<file path="src/lcm_pkg.sv">
// Shared types and constants for the letterbox coordinate mapper.
package lcm_pkg;

  // Field widths
  localparam int SZ_W   = 16;             // physical sizes and coordinates
  localparam int LG_W   = 12;             // logical coordinates and reference sizes
  localparam int PROD_W = SZ_W + LG_W;    // size times logical value

  // Configuration port
  localparam int CFG_IDX_W  = 2;
  localparam int CFG_DATA_W = SZ_W;
  localparam logic [CFG_IDX_W-1:0] REG_SCREEN_WIDTH  = 2'd0;
  localparam logic [CFG_IDX_W-1:0] REG_SCREEN_HEIGHT = 2'd1;

  // Queue between classifier and execution pipe
  localparam int QDEPTH = 4;
  localparam int QPTR_W = $clog2(QDEPTH);
  localparam int QCNT_W = $clog2(QDEPTH + 1);

  typedef enum logic [1:0] {
    CMD_POINT = 2'd0,
    CMD_RECT  = 2'd1,
    CMD_SCALE = 2'd2,
    CMD_READ  = 2'd3
  } cmd_t;

  // Derived viewport
  typedef struct packed {
    logic            valid;
    logic [SZ_W-1:0] left;
    logic [SZ_W-1:0] top;
    logic [SZ_W-1:0] width;
    logic [SZ_W-1:0] height;
  } view_t;

  // Classified item as queued for execution
  typedef struct packed {
    cmd_t            cmd;
    logic            ok;
    logic [LG_W-1:0] ax;   // x, or clamped length for scale
    logic [LG_W-1:0] ay;
    logic [LG_W-1:0] ex;   // x + w for rectangles
    logic [LG_W-1:0] ey;   // y + h for rectangles
  } item_t;

endpackage

</file>
<file path="src/lcm_front.sv">
// Input acceptance, command classification and the item queue.
module lcm_front #(
  parameter int REF_WIDTH  = 1024,
  parameter int REF_HEIGHT = 768
) (
  input  logic                      clk,
  input  logic                      rst_n,
  input  logic                      in_valid,
  output logic                      in_ready,
  input  logic [1:0]                in_command,
  input  logic [lcm_pkg::LG_W-1:0]  in_logical_x,
  input  logic [lcm_pkg::LG_W-1:0]  in_logical_y,
  input  logic [lcm_pkg::LG_W-1:0]  in_logical_w,
  input  logic [lcm_pkg::LG_W-1:0]  in_logical_h,
  input  logic                      view_valid,
  input  logic                      busy,
  output logic                      q_valid,
  output lcm_pkg::item_t            q_head,
  input  logic                      q_pop
);

  localparam logic [lcm_pkg::LG_W:0] RW_L = REF_WIDTH[lcm_pkg::LG_W:0];
  localparam logic [lcm_pkg::LG_W:0] RH_L = REF_HEIGHT[lcm_pkg::LG_W:0];

  lcm_pkg::item_t              item;
  logic [lcm_pkg::LG_W:0]      x_e, y_e, w_e, h_e, end_x, end_y;
  logic                        x_in, y_in;

  lcm_pkg::item_t              q_r [lcm_pkg::QDEPTH];
  logic [lcm_pkg::QPTR_W-1:0]  wr_r, rd_r;
  logic [lcm_pkg::QCNT_W-1:0]  cnt_r, cnt_nxt;
  logic                        push, full;

  // classify: range checks and operand selection
  always_comb begin
    x_e   = {1'b0, in_logical_x};
    y_e   = {1'b0, in_logical_y};
    w_e   = {1'b0, in_logical_w};
    h_e   = {1'b0, in_logical_h};
    end_x = x_e + w_e;
    end_y = y_e + h_e;
    x_in  = (x_e <= RW_L);
    y_in  = (y_e <= RH_L);

    item.cmd = lcm_pkg::cmd_t'(in_command);
    item.ax  = in_logical_x;
    item.ay  = in_logical_y;
    item.ex  = end_x[lcm_pkg::LG_W-1:0];
    item.ey  = end_y[lcm_pkg::LG_W-1:0];
    item.ok  = 1'b0;
    unique case (item.cmd)
      lcm_pkg::CMD_POINT: item.ok = view_valid & x_in & y_in;
      lcm_pkg::CMD_RECT: begin
        item.ok = view_valid & (in_logical_w != '0) & (in_logical_h != '0) &
                  x_in & y_in & (end_x <= RW_L) & (end_y <= RH_L);
      end
      lcm_pkg::CMD_SCALE: begin
        item.ok = view_valid & (in_logical_w != '0);
        // clamp length to the reference width
        item.ax = (w_e > RW_L) ? RW_L[lcm_pkg::LG_W-1:0] : in_logical_w;
      end
      lcm_pkg::CMD_READ: item.ok = view_valid;
    endcase
  end

  // item queue
  assign full     = (cnt_r == lcm_pkg::QCNT_W'(lcm_pkg::QDEPTH));
  assign in_ready = ~full & ~busy;
  assign push     = in_valid & in_ready;
  assign q_valid  = (cnt_r != '0);
  assign q_head   = q_r[rd_r];

  always_comb begin
    cnt_nxt = cnt_r;
    case ({push, q_pop})
      2'b10:   cnt_nxt = cnt_r + 1'b1;
      2'b01:   cnt_nxt = cnt_r - 1'b1;
      default: ;
    endcase
  end

  always_ff @(posedge clk) begin
    if (push) begin
      q_r[wr_r] <= item;
    end
  end

  always_ff @(posedge clk) begin
    if (!rst_n) begin
      wr_r  <= '0;
      rd_r  <= '0;
      cnt_r <= '0;
    end else begin
      cnt_r <= cnt_nxt;
      if (push) begin
        wr_r <= wr_r + 1'b1;
      end
      if (q_pop) begin
        rd_r <= rd_r + 1'b1;
      end
    end
  end

endmodule

</file>
<file path="config.mk">
export PLATFORM = sky130hd
export DESIGN_NAME = lcm_front
export DESIGN_NICKNAME = d
export VERILOG_FILES = /design/src/lcm_pkg.sv /design/src/lcm_front.sv
export SDC_FILE = /design/constraint.sdc
export NUM_CORES = 1
export LEC_CHECK = 0
export BUFFER_PORTS_ARGS = -buffer_cell sky130_fd_sc_hd__buf_2
export CAP_MARGIN = 20
export CORE_ASPECT_RATIO = 1.25
export CORE_MARGIN = 2
export CORE_UTILIZATION = 40
export DETAILED_ROUTE_END_ITERATION = 8
export PLACE_DENSITY = 0.56
export SYNTH_ARGS = -nofsm -noshare
export SYNTH_HDL_FRONTEND = slang
export SYNTH_SLANG_ARGS = --single-unit
</file>
<file path="constraint.sdc">
create_clock -name clk -period 3.4 [get_ports clk]
set_input_delay 0.68 -clock clk [delete_from_list [all_inputs] [get_ports clk]]
set_output_delay 0.68 -clock clk [all_outputs]
set_load 0.1 [all_outputs]
</file>
==> results.md <==
- Status: finished clean
- Clk Tree Root Cell: clkbuf_16
- Sw Share: 31.33%
- Layout Nets: 761
- Total grt overflow: 0
- P_leak: 3.907 nW
- RSZ-0062 raised after global routing: false
- Worst setup SP type: primary input
- Max frequency: 316.3 MHz
- Layout cells sized above 1: 34.54%
- Sequential share of the synthesized area: 67.92%
- DRT Pass-1 Iters: 4
- Die H: 174.3 um
- Post-Layout Cell Count: 977
- Top_reg_cell synth: edfxtp_1
- Post-layout minimum cycle time: 3.162 ns
- Power Density: 622.6 nW/um2
- Cell-internal power: 0.004769 W
- Max-Cap Viols: 0
- P&R area growth vs syn: 20.13%
- ANT nets after route: 0
- Clk Latency, worst-skew pair: 0.50 ns
- Synth Net Count: 611
- Leading area contributor after synthesis: edfxtp_1
- WP buf/inv: 1
- CP max stage cell: or4_1
- Power share of the clock group: 32.6%
- # IOs: 109
- First-pass GRT wire length: 32.02 mm
- Number of port buffers: 108
- Die area: 24450 um2
- Final Power: 0.006945 W
- CP Max Fanout: 4
- Die W: 140.3 um
- Gpl congestion: 0.9111
- Register share of total power: 44.4%
- Top cells by area, synth: edfxtp_1, mux4_2, ha_1
- Max-slew violation count: 0
- Initial antenna violation count: 1
- CP arrival: 3.44 ns
- Post-cts repair resize count: 0
- Period utilization: 93.00%
- FFs w/ async S/R, synth: 0%
- Mapped Area: 9285 um2
- Largest net degree at the start of global routing: 52
- Average wire per standard cell: 21.20 um
- Cts hold-fix bufs: 0
- Post-DP HPWL: 14.03 mm
- TritonCTS buffer count: 22
- Logic pwr share: 23.0%
- Drt initial violations: 298
- Syn Area/Cell: 17.75 um2
- Vias per cell: 5.475
- Via total after detailed routing: 5349
- Slew margin rel.: 58.00%
- Yosys reg bits: 213
- Row count: 62
- Worst setup EP type: register
- Syn. warnings: 0
- ANT cells: 0
- DP Cell Count: 937
- Endpoints failing setup: 0
- # clock sinks: 213
- CP Class: in2reg
- Top delay family on crit path: compound AO/OA/AOI/OAI gates
- Number of H-tree levels: 1
- Cells after synthesis: 523
- Max IR drop VDD: 0.0003325 V
- Post-synth top area share: 65.97%
- Vias in the first global route: 5627
- EDFF count, synth: 204
- Required time of the critical path: 3.68 ns
- Critical path's largest stage delay: 0.52 ns
- GRT Overall Usage: 17.14%
- Area of the core: 22880 um2
- Clk slew on worst S/H paths: 0.06 ns
- Final wirelength: 20.72 mm
- Starting Density: 40.57%
- Sw power: 0.002176 W
- Endpoints failing hold: 0
- Distinct cells, synth: 60
- Worst hold path class: in2reg
- DRC viols: 0
- Post-CTS Setup Bufs: 0
- Clk_skew: 0.01005 ns
- Least-Margin Pin Slew: 0.6300 ns
- Worst reg-to-reg setup slack: 1.16 ns
- Maximum root-to-sink buffer count: 3
- Crit-path cells: buf_2, ha_1, fa_1, a21o_1, a221oi_1, xnor2_1, or4_1, o21ai_0, o2111ai_1, o31ai_2
- TritonCTS clock tree: yes
[cell families (layout without fill, tap and decap cells)]
family / after synthesis / in the layout / synth area share (%)
simple gates: 93 / 93 / 5.727
mux: 53 / 53 / 12.59
flops: 213 / 213 / 67.92
buf+inv: 37 / 203 / 1.563
compound gates: 76 / 76 / 5.862
fa+ha+maj: 32 / 32 / 4.555
xor+xnor: 19 / 19 / 1.792
[cell usage in the layout (no fill, tap or decap), drive strengths merged, types with 4 or more instances in the layout]
cell    count
o211ai      4
and2        9
a22o       10
xor2        6
a21oi      14
xnor2      13
a21o        4
clkinv     11
buf       141
ha         29
inv        23
or3         7
edfxtp    204
or4         5
dfxtp       9
o21ai      16
nor4       11
nand3       8
and3        5
clkbuf     27
mux4       51
nor2       10
nand2      14
nor3       10
[layout make-up]
type	instances	area, um2
Inverter	22	82.58
Timing Repair Buffer	141	875.8
Tap cell	288	360.3
Multi-Input combinational cell	273	2845
Fill cell	1931	11730
Clock buffer	27	590.6
Clock inverter	13	88.84
Sequential cell	213	6311
[per-stage QoR]
step | utilization, % | cell area, um2 | setup slack (ns) | TNS [ns] | hold WS (ns)
final | 48.74 | 11150 | 0.2380 | 0 | 0.4560
after global routing | 48.74 | 11150 | 0.07538 | 0 | 0.4602
after CTS | 48.74 | 11150 | 0.3181 | 0 | 0.4383
after detailed placement | 45.77 | 10480 | -0.1871 | -0.7484 | 0.5311
after global placement | 45.77 | 10480 | -0.07895 | -0.3158 | 0.4985
after floorplan | - | 9296 | 0.2509 | 0 | 0.4835
[per-layer routing]
metal  global-route usage, %  up-vias  wire (um)
li1                        -     2449          -
met1                   21.93     2686       8260
met2                   30.00      177      10620
met3                   2.782       35       1330
met4                   5.303        2        490
met5                       0        -         11
[power by group through the flow]
stage	clock (W)	sequential [W]	combinational, W
finish	0.00226	0.00308	0.00160
global route	0.00242	0.00309	0.00169
floorplan	0	0.00311	0.00124
CTS	0.00233	0.00309	0.00162
global placement	0	0.00313	0.00159
detailed placement	0	0.00314	0.00161
[worst paths after layout]
| path | from | end | depth (start not counted) |
|---|---|---|---|
| worst max-delay path | in_logical_y[0] | q_r[2][48] | 10 |
| worst min-delay path | in_command[1] | q_r[2][50] | 1 |
| worst max register to register | cnt_r[0] | cnt_r[2] | 10 |
| worst min register to register | cnt_r[2] | cnt_r[2] | 2 |
[sequential cells by signal, summed over array words and instances, names as in the netlist, named ones only]
signal,count
q_r,204
cnt_r,3
rd_r,2
wr_r,2
[cell usage after synthesis, types with 3 or more instances]
| cell type | n |
|---|---|
| clkbuf_1 | 9 |
| a21oi_1 | 13 |
| edfxtp_1 | 204 |
| and3_1 | 5 |
| ha_1 | 29 |
| o211ai_1 | 4 |
| a21o_1 | 4 |
| buf_1 | 5 |
| inv_1 | 22 |
| a211oi_1 | 3 |
| nor2_1 | 10 |
| fa_1 | 3 |
| dfxtp_1 | 9 |
| a31oi_1 | 3 |
| or3_1 | 7 |
| or4_1 | 4 |
| a22o_1 | 10 |
| mux4_2 | 51 |
| nor3_1 | 9 |
| xnor2_1 | 13 |
| nand2_1 | 14 |
| and2_1 | 9 |
| o21ai_0 | 15 |
| nor4_1 | 11 |
| xor2_1 | 6 |
| nand3_1 | 8 |
Note: power is estimated with default switching activity, not from simulation.
