===== src/lcm_pkg.sv =====
// Shared types and constants for the letterbox coordinate mapper.
package lcm_pkg;

  // Field widths
  localparam int SZ_W   = 16;             // physical sizes and coordinates
  localparam int LG_W   = 12;             // logical coordinates and reference sizes
  localparam int PROD_W = SZ_W + LG_W;    // size times logical value

  // Configuration port
  localparam int CFG_IDX_W  = 2;
  localparam int CFG_DATA_W = SZ_W;
  localparam logic [CFG_IDX_W-1:0] REG_SCREEN_WIDTH  = 2'd0;
  localparam logic [CFG_IDX_W-1:0] REG_SCREEN_HEIGHT = 2'd1;

  // Queue between classifier and execution pipe
  localparam int QDEPTH = 4;
  localparam int QPTR_W = $clog2(QDEPTH);
  localparam int QCNT_W = $clog2(QDEPTH + 1);

  typedef enum logic [1:0] {
    CMD_POINT = 2'd0,
    CMD_RECT  = 2'd1,
    CMD_SCALE = 2'd2,
    CMD_READ  = 2'd3
  } cmd_t;

  // Derived viewport
  typedef struct packed {
    logic            valid;
    logic [SZ_W-1:0] left;
    logic [SZ_W-1:0] top;
    logic [SZ_W-1:0] width;
    logic [SZ_W-1:0] height;
  } view_t;

  // Classified item as queued for execution
  typedef struct packed {
    cmd_t            cmd;
    logic            ok;
    logic [LG_W-1:0] ax;   // x, or clamped length for scale
    logic [LG_W-1:0] ay;
    logic [LG_W-1:0] ex;   // x + w for rectangles
    logic [LG_W-1:0] ey;   // y + h for rectangles
  } item_t;

endpackage


===== src/lcm_cdiv.sv =====
// Registered divide by a constant through a reciprocal multiply.
module lcm_cdiv #(
  parameter int DIVISOR = 1
) (
  input  logic                       clk,
  input  logic                       en,
  input  logic [lcm_pkg::PROD_W-1:0] n,
  output logic [lcm_pkg::SZ_W-1:0]   q
);

  // m = ceil(2^s / d) with s = k + ceil(log2 d) is exact for all n < 2^k
  localparam int LOG_D  = $clog2(DIVISOR);
  localparam int SHIFT  = lcm_pkg::PROD_W + LOG_D;
  localparam int MULT_W = lcm_pkg::PROD_W + 2;
  localparam int FULL_W = lcm_pkg::PROD_W + MULT_W;
  localparam longint unsigned MULT = ((64'd1 << SHIFT) + DIVISOR - 1) / DIVISOR;
  localparam logic [MULT_W-1:0] MULT_V = MULT[MULT_W-1:0];

  logic [FULL_W-1:0] prod_r;

  always_ff @(posedge clk) begin
    if (en) begin
      prod_r <= FULL_W'(n) * FULL_W'(MULT_V);
    end
  end

  // quotient always fits the size field where it is used
  assign q = prod_r[SHIFT +: lcm_pkg::SZ_W];

endmodule


===== src/lcm_view.sv =====
// Screen size registers and the pipelined viewport derivation.
module lcm_view #(
  parameter int REF_WIDTH  = 1024,
  parameter int REF_HEIGHT = 768
) (
  input  logic                           clk,
  input  logic                           rst_n,
  input  logic                           cfg_we,
  input  logic [lcm_pkg::CFG_IDX_W-1:0]  cfg_index,
  input  logic [lcm_pkg::CFG_DATA_W-1:0] cfg_data,
  output lcm_pkg::view_t                 view,
  output logic                           busy
);

  localparam logic [lcm_pkg::LG_W-1:0] RW_L = REF_WIDTH[lcm_pkg::LG_W-1:0];
  localparam logic [lcm_pkg::LG_W-1:0] RH_L = REF_HEIGHT[lcm_pkg::LG_W-1:0];

  logic [lcm_pkg::SZ_W-1:0]   sw_r, sh_r, sw_nxt, sh_nxt;
  logic                       d1_v_r, d1_v_nxt, d2_v_r, d3_v_r;
  logic [lcm_pkg::PROD_W-1:0] a_r, b_r;
  logic                       le_r;
  logic [lcm_pkg::SZ_W-1:0]   qa, qb;
  lcm_pkg::view_t             view_r, view_nxt;
  logic [lcm_pkg::SZ_W-1:0]   vw, vh;

  // register write decode
  always_comb begin
    sw_nxt   = sw_r;
    sh_nxt   = sh_r;
    d1_v_nxt = 1'b0;
    if (cfg_we) begin
      case (cfg_index)
        lcm_pkg::REG_SCREEN_WIDTH: begin
          sw_nxt   = cfg_data;
          d1_v_nxt = 1'b1;
        end
        lcm_pkg::REG_SCREEN_HEIGHT: begin
          sh_nxt   = cfg_data;
          d1_v_nxt = 1'b1;
        end
        default: ;
      endcase
    end
  end

  // stage 1: cross products of screen and reference sizes (their comparison is registered in stage 2)
  always_ff @(posedge clk) begin
    a_r <= lcm_pkg::PROD_W'(sw_r) * lcm_pkg::PROD_W'(RH_L);
    b_r <= lcm_pkg::PROD_W'(sh_r) * lcm_pkg::PROD_W'(RW_L);
    le_r <= (a_r <= b_r);
  end

  // stage 2: both candidate quotients
  lcm_cdiv #(.DIVISOR(REF_WIDTH)) u_div_a (
    .clk (clk),
    .en  (1'b1),
    .n   (a_r),
    .q   (qa)
  );

  lcm_cdiv #(.DIVISOR(REF_HEIGHT)) u_div_b (
    .clk (clk),
    .en  (1'b1),
    .n   (b_r),
    .q   (qb)
  );

  // final: pick the fitting side, center, reject degenerate screens
  always_comb begin
    vw = le_r ? sw_r : qb;
    vh = le_r ? qa : sh_r;
    view_nxt = '0;
    if (sw_r != '0 && sh_r != '0 && vw != '0 && vh != '0) begin
      view_nxt.valid  = 1'b1;
      view_nxt.left   = (sw_r - vw) >> 1;
      view_nxt.top    = (sh_r - vh) >> 1;
      view_nxt.width  = vw;
      view_nxt.height = vh;
    end
  end

  // size registers, derivation tracking and the viewport register
  always_ff @(posedge clk) begin
    if (!rst_n) begin
      sw_r   <= '0;
      sh_r   <= '0;
      d1_v_r <= 1'b0;
      d2_v_r <= 1'b0;
      d3_v_r <= 1'b0;
      view_r <= '0;
    end else begin
      sw_r   <= sw_nxt;
      sh_r   <= sh_nxt;
      d1_v_r <= d1_v_nxt;
      d2_v_r <= d1_v_r;
      d3_v_r <= d2_v_r;
      if (d3_v_r) begin
        view_r <= view_nxt;
      end
    end
  end

  assign view = view_r;
  assign busy = cfg_we | d1_v_r | d2_v_r | d3_v_r;

endmodule


===== config.mk =====
export PLATFORM = sky130hd
export DESIGN_NAME = lcm_view
export DESIGN_NICKNAME = d
export VERILOG_FILES = /design/src/lcm_pkg.sv /design/src/lcm_cdiv.sv /design/src/lcm_view.sv
export SDC_FILE = /design/constraint.sdc
export NUM_CORES = 1
export LEC_CHECK = 0
export BUFFER_PORTS_ARGS = -buffer_cell sky130_fd_sc_hd__buf_2
export CAP_MARGIN = 10
export CORE_UTILIZATION = 60
export CTS_CLUSTER_DIAMETER = 100
export DETAILED_ROUTE_END_ITERATION = 8
export GPL_ROUTABILITY_DRIVEN = 0
export HOLD_SLACK_MARGIN = 0.06
export PLACE_DENSITY_LB_ADDON = 0.3
export SLEW_MARGIN = 5
export SYNTH_ARGS = -nofsm -noshare
export SYNTH_HDL_FRONTEND = slang
export SYNTH_SLANG_ARGS = --single-unit

===== constraint.sdc =====
create_clock -name clk -period 7.7 [get_ports clk]
set_input_delay 0.77 -clock clk [delete_from_list [all_inputs] [get_ports clk]]
set_output_delay 0.77 -clock clk [all_outputs]
set_load 0.01 [all_outputs]

==> key figures, run 1 <==
Outcome
  – Status: finished clean

GRT
  – Largest net degree at the start of global routing: 87
  – First-pass GRT wire length: 48,260 um
  – Total GRT Usage: between 20% and 30%
  – Total gr overflow: 0
  – Vias in the first global route: just under 10,000
  – Initial antenna violation count: 0

Synthesis
  – Ys async rst share: 0%
  – Area leader, netlist: dfxtp_1
  – YS warnings: 0
  – Synth top area cells: dfxtp_1 (27%), ha_1 (19%), fa_1 (13%), inv_1 (6.0%), a21oi_1 (5.1%)
  – Avg Cell Area, Syn: 9.010 um^2
  – Post-synth top area share: 26.76%
  – EDFF count, synth: 0
  – Yosys reg bits: between 150 and 200
  – Yosys cell types: 77
  – Post-synthesis sequential area ratio: 26.76%
  – Synth Flop Type: dfxtp_1
  – Cells after Synth: ~1,400
  – Post-Syn Area: 12,340 um^2

Placed design
  – Detailed Place HPWL: around 23,000 um
  – Placed insts: 1,694
  – Area after DPL: between 10,000 and 15,000 um^2
  – Buffers on Ports: 84

Pwr
  – Pwr/cell area: between 150 and 200 nW/um^2
  – Max rail drop VDD: 0.0001433 V
  – Leak Pwr: 6.646 nW

Routing
  – TritonRoute pass-1 iters: 6
  – Initial DRC Count: roughly 650
  – Detailed-route DRC error count: 0
  – Routed len/inst: 17.13 um
  – Vias: around 10,000
  – Routed wire length: 29,540 um
  – Routed Antenna Nets: 0
  – Vias/cell: 5.697

Layout
  – Final Non-Filler Cells: 1,725
  – Area Overhead vs Synth: 10.17%
  – Fin area: 13,600 um^2
  – ANT cells: 0
  – FILL cells: ~1,600
  – Final nets: 1,734
  – Layout cells sized above 1: 10.31%

Critical path
  – Crit path capture type: register
  – Critical path class: reg -> reg
  – Crit-path most repeated cell: fa_1
  – Worst endpoint data arrival time: 6.47 ns
  – Maximum fanout along the worst path: 5
  – Worst path slowest cell: fa_1
  – Worst endpoint required time: around 8.0 ns
  – Worst setup SP type: register
  – Worst-path cell chain: ha_1, fa_1, fa_1, inv_1, fa_1, inv_1, fa_1, inv_1, fa_1, inv_1, ha_1, nand3_1, or4_1, o21ai_2, o22ai_2, o21bai_1, a31oi_1, xnor2_1
  – Max stage delay on crit path: 0.72 ns

CTS
  – CTS Root Cell: clkbuf_16
  – CTS tree: built
  – Max clock buf depth: 2
  – Worst-Skew Late Latency: 0.43 ns
  – Post-CTS setup buffer count: 0
  – Post-CTS Resized: 0
  – Hold buffers post-CTS: 0
  – CTS buffer count: 17
  – Clock Sinks: 165
  – H-tree Lvls: 4
  – CTS clk-pin slew, worst paths: 0.06 ns

STA
  – Pins Over Slew Limit: 0
  – Final Skew: 0.009393 ns
  – Tcrit/Tclk final: 79.85%
  – Final TNS setup: 0 ns
  – RSZ-0062 raised after global routing: false
  – Relative slew slack: 24.16%
  – Final Hold Fails: 0
  – Max Fclk: 0.1626 GHz
  – Worst slew pin tran: 1.133 ns
  – Final setup fails: 0
  – Minimum clock period after layout: 6.148 ns

Die
  – Ports: between 80 and 90
  – Full die area: 21,150 um^2
  – Core region area: 20,170 um^2
  – Die height: 145.4 um
  – Initial Util: 61.20%
  – Die width: 145.4 um
  – Row cnt: 52

Job
  – Max-cap violations: 0

Worst hold path
  – HP Class: reg -> reg
-- critical path: cells and delay by family (launching register included) --
kind | cells | cell delay (ns)
AO/OA/AOI/OAI | 4 | 0.92
XOR/XNOR | 1 | 0.14
adder cells (fa/ha/maj) | 7 | 3.42
buffers and inverters | 4 | 0.33
flip-flops | 1 | 0.42
AND/OR/NAND/NOR | 2 | 0.80
-- metal layers --
metal | GRT usage, % | wire [um]
met3 | 4.890 | 1745
met4 | 9.895 | 761
met5 | 0 | 0
met1 | 37.18 | 12730
met2 | 48.89 | 14310
-- cell type report --
cell class,count,area [um^2],share of cell area [%]
clock inverter,10,146.4,1.077
multi-input combinational,971,8134,59.82
clock buffer,21,470.5,3.460
tap,270,337.8,2.484
sequential,165,3304,24.30
timing repair buffer,89,457.9,3.368
inverter,199,747.0,5.493
-- Yosys cell counts (3+ instances only) --
cell type,count
nand3b_1,4
xor2_1,17
fa_1,83
o21bai_1,7
a22oi_1,15
o211ai_1,5
nand4_1,17
clkbuf_1,26
xnor2_1,38
nand3_1,11
o21a_1,9
and3_1,4
a21oi_2,3
nand4b_1,3
a21o_1,17
buf_4,6
or3_1,4
nor2_1,132
a2111oi_0,3
ha_1,187
a21oi_1,126
a2111oi_2,3
o21ai_1,3
nor4_1,14
a211oi_1,6
mux2i_1,30
a211o_1,3
nand2_1,109
dfxtp_1,165
buf_2,4
nor2b_1,6
a31oi_1,6
and2_1,4
nand2b_1,4
nor3_1,13
inv_1,197
nor3b_1,3
o21ai_0,34
-- power breakdown --
group / total (W) / internal [W] / switching, W / leakage, nW
Combinational: 0.000870 / 0.000368 / 0.000503 / 5.01
Clock: 0.000896 / 0.000538 / 0.000359 / 0.294
Sequential: 0.000950 / 0.000900 / 0.0000506 / 1.34
Total: 0.00272 / 0.00180 / 0.000912 / 6.65
-- flip-flops by register name, indices dropped and copies added (netlist names) --
signal          flops
d3_v_r              1
u_div_b.prod_r     16
d2_v_r              1
u_div_a.prod_r     16
view               63
d1_v_r              1
le_r                1
sh_r               16
a_r                18
sw_r               16
b_r                16
-- cell usage in the layout (no fill, tap or decap), drive strengths merged, types with 6 or more instances in the layout --
cell,Yosys,routed
a2111oi,6,6
a211oi,6,6
a21o,17,17
a21oi,129,129
a22oi,15,15
a31oi,6,6
buf,10,89
clkbuf,26,21
dfxtp,165,165
fa,83,83
ha,187,187
inv,198,200
mux2i,32,32
nand2,109,109
nand3,12,12
nand4,18,18
nor2,133,133
nor2b,6,6
nor3,13,13
nor4,15,15
o21a,9,9
o21ai,38,38
o21bai,7,7
xnor2,38,38
xor2,17,17
-- kinds of logic after synthesis --
kind of cell	synth area share [%]
AO/OA/AOI/OAI	14.01
XOR/XNOR	3.903
adder cells (fa/ha/maj)	32.42
buffers and inverters	7.369
flip-flops	26.76
multiplexers	2.747
other	0.03038
AND/OR/NAND/NOR	12.76
-- worst paths after layout --
check	to	slack (ns)	cells past startpoint	startpoint
max reg2reg	u_div_b.prod_r[50]	1.55	18	b_r[22]
min reg2reg	u_div_a.prod_r[46]	0.36	0	a_r[18]
min	u_div_a.prod_r[46]	0.36	0	a_r[18]
max	u_div_b.prod_r[50]	1.55	18	b_r[22]
-- through the flow --
stage               power, W  hold WS, ns  setup WS [ns]  util [%]
floorplan           0.001630       0.3308          2.192         -
CTS                 0.002714       0.3618          1.597     67.42
global placement    0.001799       0.3536          1.840     64.36
global route        0.002858       0.3676          1.271     67.42
finish              0.002717       0.3620          1.552     67.42
detailed placement  0.001820       0.3510          1.614     64.36
(Power assumes the default switching activity.)
==> inputs of run 2 (changes only) <==
--- a/config.mk
+++ b/config.mk
@@ -7,7 +7,7 @@
 export LEC_CHECK = 0
 export BUFFER_PORTS_ARGS = -buffer_cell sky130_fd_sc_hd__buf_2
 export CAP_MARGIN = 10
-export CORE_UTILIZATION = 60
+export CORE_UTILIZATION = 56
 export CTS_CLUSTER_DIAMETER = 100
 export DETAILED_ROUTE_END_ITERATION = 8
 export GPL_ROUTABILITY_DRIVEN = 0
==> constraint.sdc (replaced) <==
create_clock -name clk -period 5.05 [get_ports clk]
set_input_delay 0.505 -clock clk [delete_from_list [all_inputs] [get_ports clk]]
set_output_delay 0.505 -clock clk [all_outputs]
set_load 0.01 [all_outputs]
==> run 2 against run 1 <==
  * The flow now finishes with violations (negative setup slack)
  * Clock skew up 0.0018 ns
  * Global-route usage up 0.57 points
  * Design area up 8.9%
  * Setup slack got worse by 2.0 ns
  * Critical path type unchanged
  * First-iteration DRC count is 9.0% higher
  * Via count up 4.9%
==> key figures, run 2 (synthesized netlist as in run 1, its figures left out) <==
Outcome
  – Status: complete, but fails checks
  – Failing checks: negative setup slack

Routing
  – Met3 wire len: 1927 um
  – Detailed-route DRC error count: 0
  – Met2 wire len: 15,570 um
  – Initial DRC Count: 713
  – Routed len/inst: approximately 17 um
  – Uppermost layer routed: met4
  – WL met1: 13,500 um
  – TritonRoute pass-1 iters: 5
  – Routed wire length: 31,900 um
  – Routed Antenna Nets: 0
  – Vias: 10,312
  – Vias/cell: roughly 5.6

Die
  – Core region area: 21,290 um^2
  – Die height: approximately 150 um
  – Row cnt: 53
  – Ports: 87
  – Initial Util: just under 60%
  – Die width: 150.5 um
  – Full die area: approximately 23,000 um^2

Critical path
  – R2R depth: 18
  – CP Launch Point: b_r[13]
  – Reg2reg setup slack: -0.46 ns
  – Maximum fanout along the worst path: 4
  – Worst R2R End: u_div_b.prod_r[53]
  – Worst reg2reg path startpoint: b_r[13]
  – Worst endpoint required time: 5.36 ns
  – Crit path capture type: register
  – Worst endpoint data arrival time: 5.82 ns
  – Worst setup SP type: register
  – Critical path class: reg -> reg

STA
  – Min Hold Slack: 0.2884 ns
  – RSZ-0062 raised after global routing: true
  – Max Fclk: 0.1815 GHz
  – Relative slew slack: 26.45%
  – Final Skew: 0.01118 ns
  – Final Hold Fails: 0
  – Minimum clock period after layout: between 5 and 6 ns
  – Setup slack after layout: -0.4581 ns
  – Pins Over Slew Limit: 0
  – Final setup fails: 16
  – Tcrit/Tclk final: 109.1%
  – Worst slew pin tran: 1.099 ns

CTS
  – Max clock buf depth: 2
  – H-tree Lvls: 4
  – CTS clk-pin slew, worst paths: 0.06 ns
  – Clock Sinks: 165
  – CTS Root Cell: clkbuf_16
  – CTS tree: built
  – Worst-Skew Late Latency: 0.43 ns
  – Hold buffers post-CTS: 0
  – CTS buffer count: 17

Worst hold path
  – HP Class: in -> reg
  – WHS Endpoint: d1_v_r
  – HP Start: cfg_index[1]
  – Hold Path Depth: 2

Placed design
  – Post-place setup slack: -0.4520 ns
  – Placed insts: 1,793
  – Detailed Place HPWL: 24,800 um
  – Buffers on Ports: 84

Layout
  – Layout Utilization: 69.55%
  – Most frequent cells in the layout: inv_1 (186), ha_1 (172), dfxtp_1 (160)
  – ANT cells: 0
  – Final nets: ~1,800
  – Largest register FFs: 63
  – Most common cell after layout, fill and taps aside: inv_1
  – Area Overhead vs Synth: 19.95%
  – Final Non-Filler Cells: 1,835
  – Layout cells sized above 1: between 10% and 20%

Pwr
  – Pwr Total: 0.004315 W
  – Leak Pwr: 7.173 nW
  – Pwr/cell area: between 200 and 300 nW/um^2
  – Max rail drop VDD: 0.0002156 V

GRT
  – Largest net degree at the start of global routing: 86
  – Total gr overflow: 0
  – Initial antenna violation count: 0
  – First-pass GRT wire length: 51,270 um
  – Total GRT Usage: 29.39%
  – Vias in the first global route: 10,393

Job
  – Max-cap violations: 0
-- run 2: cell types whose count changed in the layout (fill, tap and decap cells not counted), sizes merged --
| cell | delta |
|---|---|
| buf | +105 |
| clkbuf | -1 |
| clkinv | +1 |
| clkinvlp | -2 |
| inv | +2 |
-- run 2: repair_timing --
| item | in CTS | in global routing |
|---|---|---|
| buffers inserted | 9 | 3 |
| gates resized for setup | 35 | 12 |
| setup endpoints to repair | 16 | 16 |
| gates cloned | 0 | 0 |
| pin swaps | 41 | 15 |
-- run 2: routing by layer --
metal	vias to the layer above	track usage (%)
li1	4984	-
met1	4896	37.04
met2	343	49.75
met3	89	5.576
met4	0	10.86
met5	-	0
-- run 2: layout make-up --
class / instances / area [um^2]
Tap cell: 275 / 344.1
Clock inverter: 11 / 148.9
Clock buffer: 20 / 446.7
Fill cell: 1589 / 6481
Multi-Input combinational cell: 971 / 8513
Sequential cell: 165 / 3314
Timing Repair Buffer: 194 / 1289
Inverter: 199 / 749.5
-- run 2: worst max-delay path by stage --
stage,cells past startpoint,end
3_3_place_gp,18,u_div_b.prod_r[50]
3_5_place_dp,19,u_div_b.prod_r[49]
6_report,18,u_div_b.prod_r[53]
4_1_cts,18,u_div_b.prod_r[53]
2_1_floorplan,18,u_div_b.prod_r[50]
5_1_grt,19,u_div_b.prod_r[53]
-- run 2: where the power goes --
group | internal [W] | switching (W) | total, W
registers | 0.00137 | 0.000115 | 0.00149
logic | 0.000698 | 0.000798 | 0.00150
clock network | 0.000792 | 0.000541 | 0.00133
total | 0.00286 | 0.00145 | 0.00432
-- run 2: critical path, cell delays in order, from the launching register on --
cell	delay [ns]
dfxtp_4	0.35
ha_4	0.28
inv_4	0.04
fa_2	0.61
fa_2	0.49
buf_6	0.14
fa_1	0.47
inv_1	0.05
fa_1	0.49
fa_1	0.45
ha_4	0.29
nand4_1	0.24
nor4_4	0.39
a2bb2oi_4	0.12
a2111oi_4	0.36
a2111oi_4	0.08
o31ai_2	0.24
a21oi_1	0.13
xor2_1	0.15
-- run 2: through the flow --
| step | setup TNS (ns) | cell area, um^2 |
|---|---|---|
| 2_1_floorplan | -0.6277 | 12560 |
| 3_3_place_gp | -3.838 | 13910 |
| 3_5_place_dp | -5.272 | 13910 |
| 4_1_cts | -2.861 | 14710 |
| 5_1_grt | -7.182 | 14810 |
| 6_report | -4.423 | 14810 |
==> inputs of run 3 (changes only) <==
--- a/config.mk
+++ b/config.mk
@@ -5,6 +5,7 @@
 export SDC_FILE = /design/constraint.sdc
 export NUM_CORES = 1
 export LEC_CHECK = 0
+export ABC_AREA = 0
 export BUFFER_PORTS_ARGS = -buffer_cell sky130_fd_sc_hd__buf_2
 export CAP_MARGIN = 10
 export CORE_UTILIZATION = 56
@@ -12,8 +13,7 @@
 export DETAILED_ROUTE_END_ITERATION = 8
 export GPL_ROUTABILITY_DRIVEN = 0
 export HOLD_SLACK_MARGIN = 0.06
-export PLACE_DENSITY_LB_ADDON = 0.3
-export SLEW_MARGIN = 5
+export PLACE_DENSITY = 0.78
 export SYNTH_ARGS = -nofsm -noshare
 export SYNTH_HDL_FRONTEND = slang
 export SYNTH_SLANG_ARGS = --single-unit
==> run 3 against run 2 <==
  * Setup slack worse by 0.059 ns
  * Utilization is 0.19 points higher
  * Sequential power hardly changed
  * Design area is 0.27% higher
  * Critical path type unchanged
  * Cell count is 0.27% higher
  * The run still ends with negative setup slack left
==> key figures, run 3 (synthesized netlist as in run 1, its figures left out) <==
Routing
  – Vias/cell: 5.625
  – Detailed-route DRC error count: 0
  – TritonRoute pass-1 iters: 5
  – Routed len/inst: 17.41 um
  – Routed wire length: 32,040 um
  – WL met1: about 14,000 um
  – Met3 wire len: between 1500 and 2000 um
  – Vias: a little over 10,000
  – Uppermost layer routed: met4
  – Routed Antenna Nets: 0
  – Initial DRC Count: 616
  – Met2 wire len: 15,540 um

GRT
  – Vias in the first global route: just over 10,000
  – Total GRT Usage: 29.10%
  – Total gr overflow: 0
  – Initial antenna violation count: 0
  – First-pass GRT wire length: 50,730 um
  – Largest net degree at the start of global routing: 86

STA
  – Final setup fails: 16
  – Minimum clock period after layout: 5.567 ns
  – Final TNS setup: -5.311 ns
  – RSZ-0062 raised after global routing: true
  – Final Hold Fails: 0
  – Tcrit/Tclk final: 110.2%
  – Relative slew slack: 26.87%
  – Final Skew: ~0.012 ns
  – Max Fclk: 0.1796 GHz
  – Min Hold Slack: 0.2851 ns
  – Worst slew pin tran: 1.093 ns
  – Pins Over Slew Limit: 0
  – Setup slack after layout: -0.5168 ns

Layout
  – Largest register FFs: 63
  – Area Overhead vs Synth: 20.27%
  – Layout Utilization: ~70%
  – Most frequent cells in the layout: inv_1 (187), ha_1 (175), dfxtp_1 (160)
  – Final nets: 1,844
  – Most common cell after layout, fill and taps aside: inv_1
  – Final Non-Filler Cells: approximately 1,800
  – Layout cells sized above 1: 20.89%
  – ANT cells: 0

CTS
  – CTS buffer count: 17
  – Hold buffers post-CTS: 0
  – CTS tree: built
  – Clock Sinks: 165
  – Worst-Skew Late Latency: around 0.44 ns
  – Max clock buf depth: 2
  – CTS Root Cell: clkbuf_16
  – CTS clk-pin slew, worst paths: ~0.070 ns
  – H-tree Lvls: 4

Die
  – Core region area: 21,290 um^2
  – Initial Util: 57.99%
  – Full die area: 22,640 um^2
  – Row cnt: 53
  – Ports: 87
  – Die height: approximately 150 um
  – Die width: between 150 and 200 um

Outcome
  – Status: complete, but fails checks
  – Failing checks: negative setup slack

Critical path
  – Maximum fanout along the worst path: 4
  – Crit path capture type: register
  – Worst setup SP type: register
  – Worst endpoint data arrival time: 5.89 ns
  – Critical path class: reg -> reg
  – Worst endpoint required time: 5.38 ns

Pwr
  – Pwr/cell area: 288.3 nW/um^2
  – Max rail drop VDD: between 0.0002 and 0.00025 V
  – Leak Pwr: 7.213 nW

Job
  – Max-cap violations: 0

Placed design
  – Placed insts: 1,794
  – Detailed Place HPWL: 24,720 um
  – Post-place setup slack: -0.5605 ns
  – Buffers on Ports: 84

Worst hold path
  – HP Class: in -> reg
run 3: changes by cell type in the layout (fill, tap and decap cells not counted), sizes merged:
cell | before | now
clkinvlp | 1 | 2
bufinv | 3 | 1
buf | 194 | 199
clkbuf | 20 | 18
inv | 202 | 205
run 3: per-layer routing:
| layer | vias up | track usage (%) |
|---|---|---|
| met5 | - | 0 |
| met4 | 0 | 11.06 |
| met3 | 88 | 4.909 |
| met2 | 317 | 49.38 |
| met1 | 4961 | 36.86 |
| li1 | 4984 | - |
run 3: critical path: stages (launching register included):
cell and delay, ns:
dfxtp_4 0.35, ha_4 0.27, inv_4 0.04, fa_2 0.60, fa_2 0.51, buf_6 0.15, fa_1 0.54, inv_2 0.05
fa_1 0.53, fa_1 0.45, ha_4 0.29, nand4_1 0.09, buf_6 0.16, nor4_4 0.23, a2bb2oi_4 0.12, buf_4 0.18
a21oi_4 0.18, o22ai_4 0.13, o31ai_4 0.31, nand4b_1 0.15, o311ai_2 0.11
run 3: per-stage QoR:
stage                     power (W)  instance area, um^2
final                      0.004280                14850
after global routing       0.004486                14850
after CTS                  0.004225                14700
after detailed placement   0.002918                13920
after global placement     0.002880                13920
after floorplan            0.002528                12560
run 3: report_power, final:
| part | total (W) | internal (W) | switching [W] |
|---|---|---|---|
| clock | 0.00127 | 0.000697 | 0.000571 |
| sequential | 0.00148 | 0.00137 | 0.000107 |
| combinational | 0.00154 | 0.000710 | 0.000825 |
| total | 0.00428 | 0.00278 | 0.00150 |
run 3: area by class of cell:
cell class	count	area (um^2)
clock buffers	18	439.2
clock inverters	13	121.4
fillers	1570	6441
inverters	199	749.5
multi-input cells	971	8558
flip-flops and latches	165	3314
well taps	275	344.1
repair buffers	199	1319
run 3: timing repair:
| action | in CTS | in global routing |
|---|---|---|
| setup endpoints to repair | 16 | 16 |
| buffers inserted | 11 | 5 |
| pin swaps | 33 | 15 |
| resized for setup | 35 | 25 |
run 3: worst paths after layout:
kind	startpoint	to	slack, ns	depth (start not counted)
setup reg to reg	b_r[13]	u_div_b.prod_r[46]	-0.52	20
setup / recovery	b_r[13]	u_div_b.prod_r[46]	-0.52	20
hold reg to reg	a_r[10]	u_div_a.prod_r[38]	0.35	0
hold / removal	cfg_index[1]	d1_v_r	0.29	2
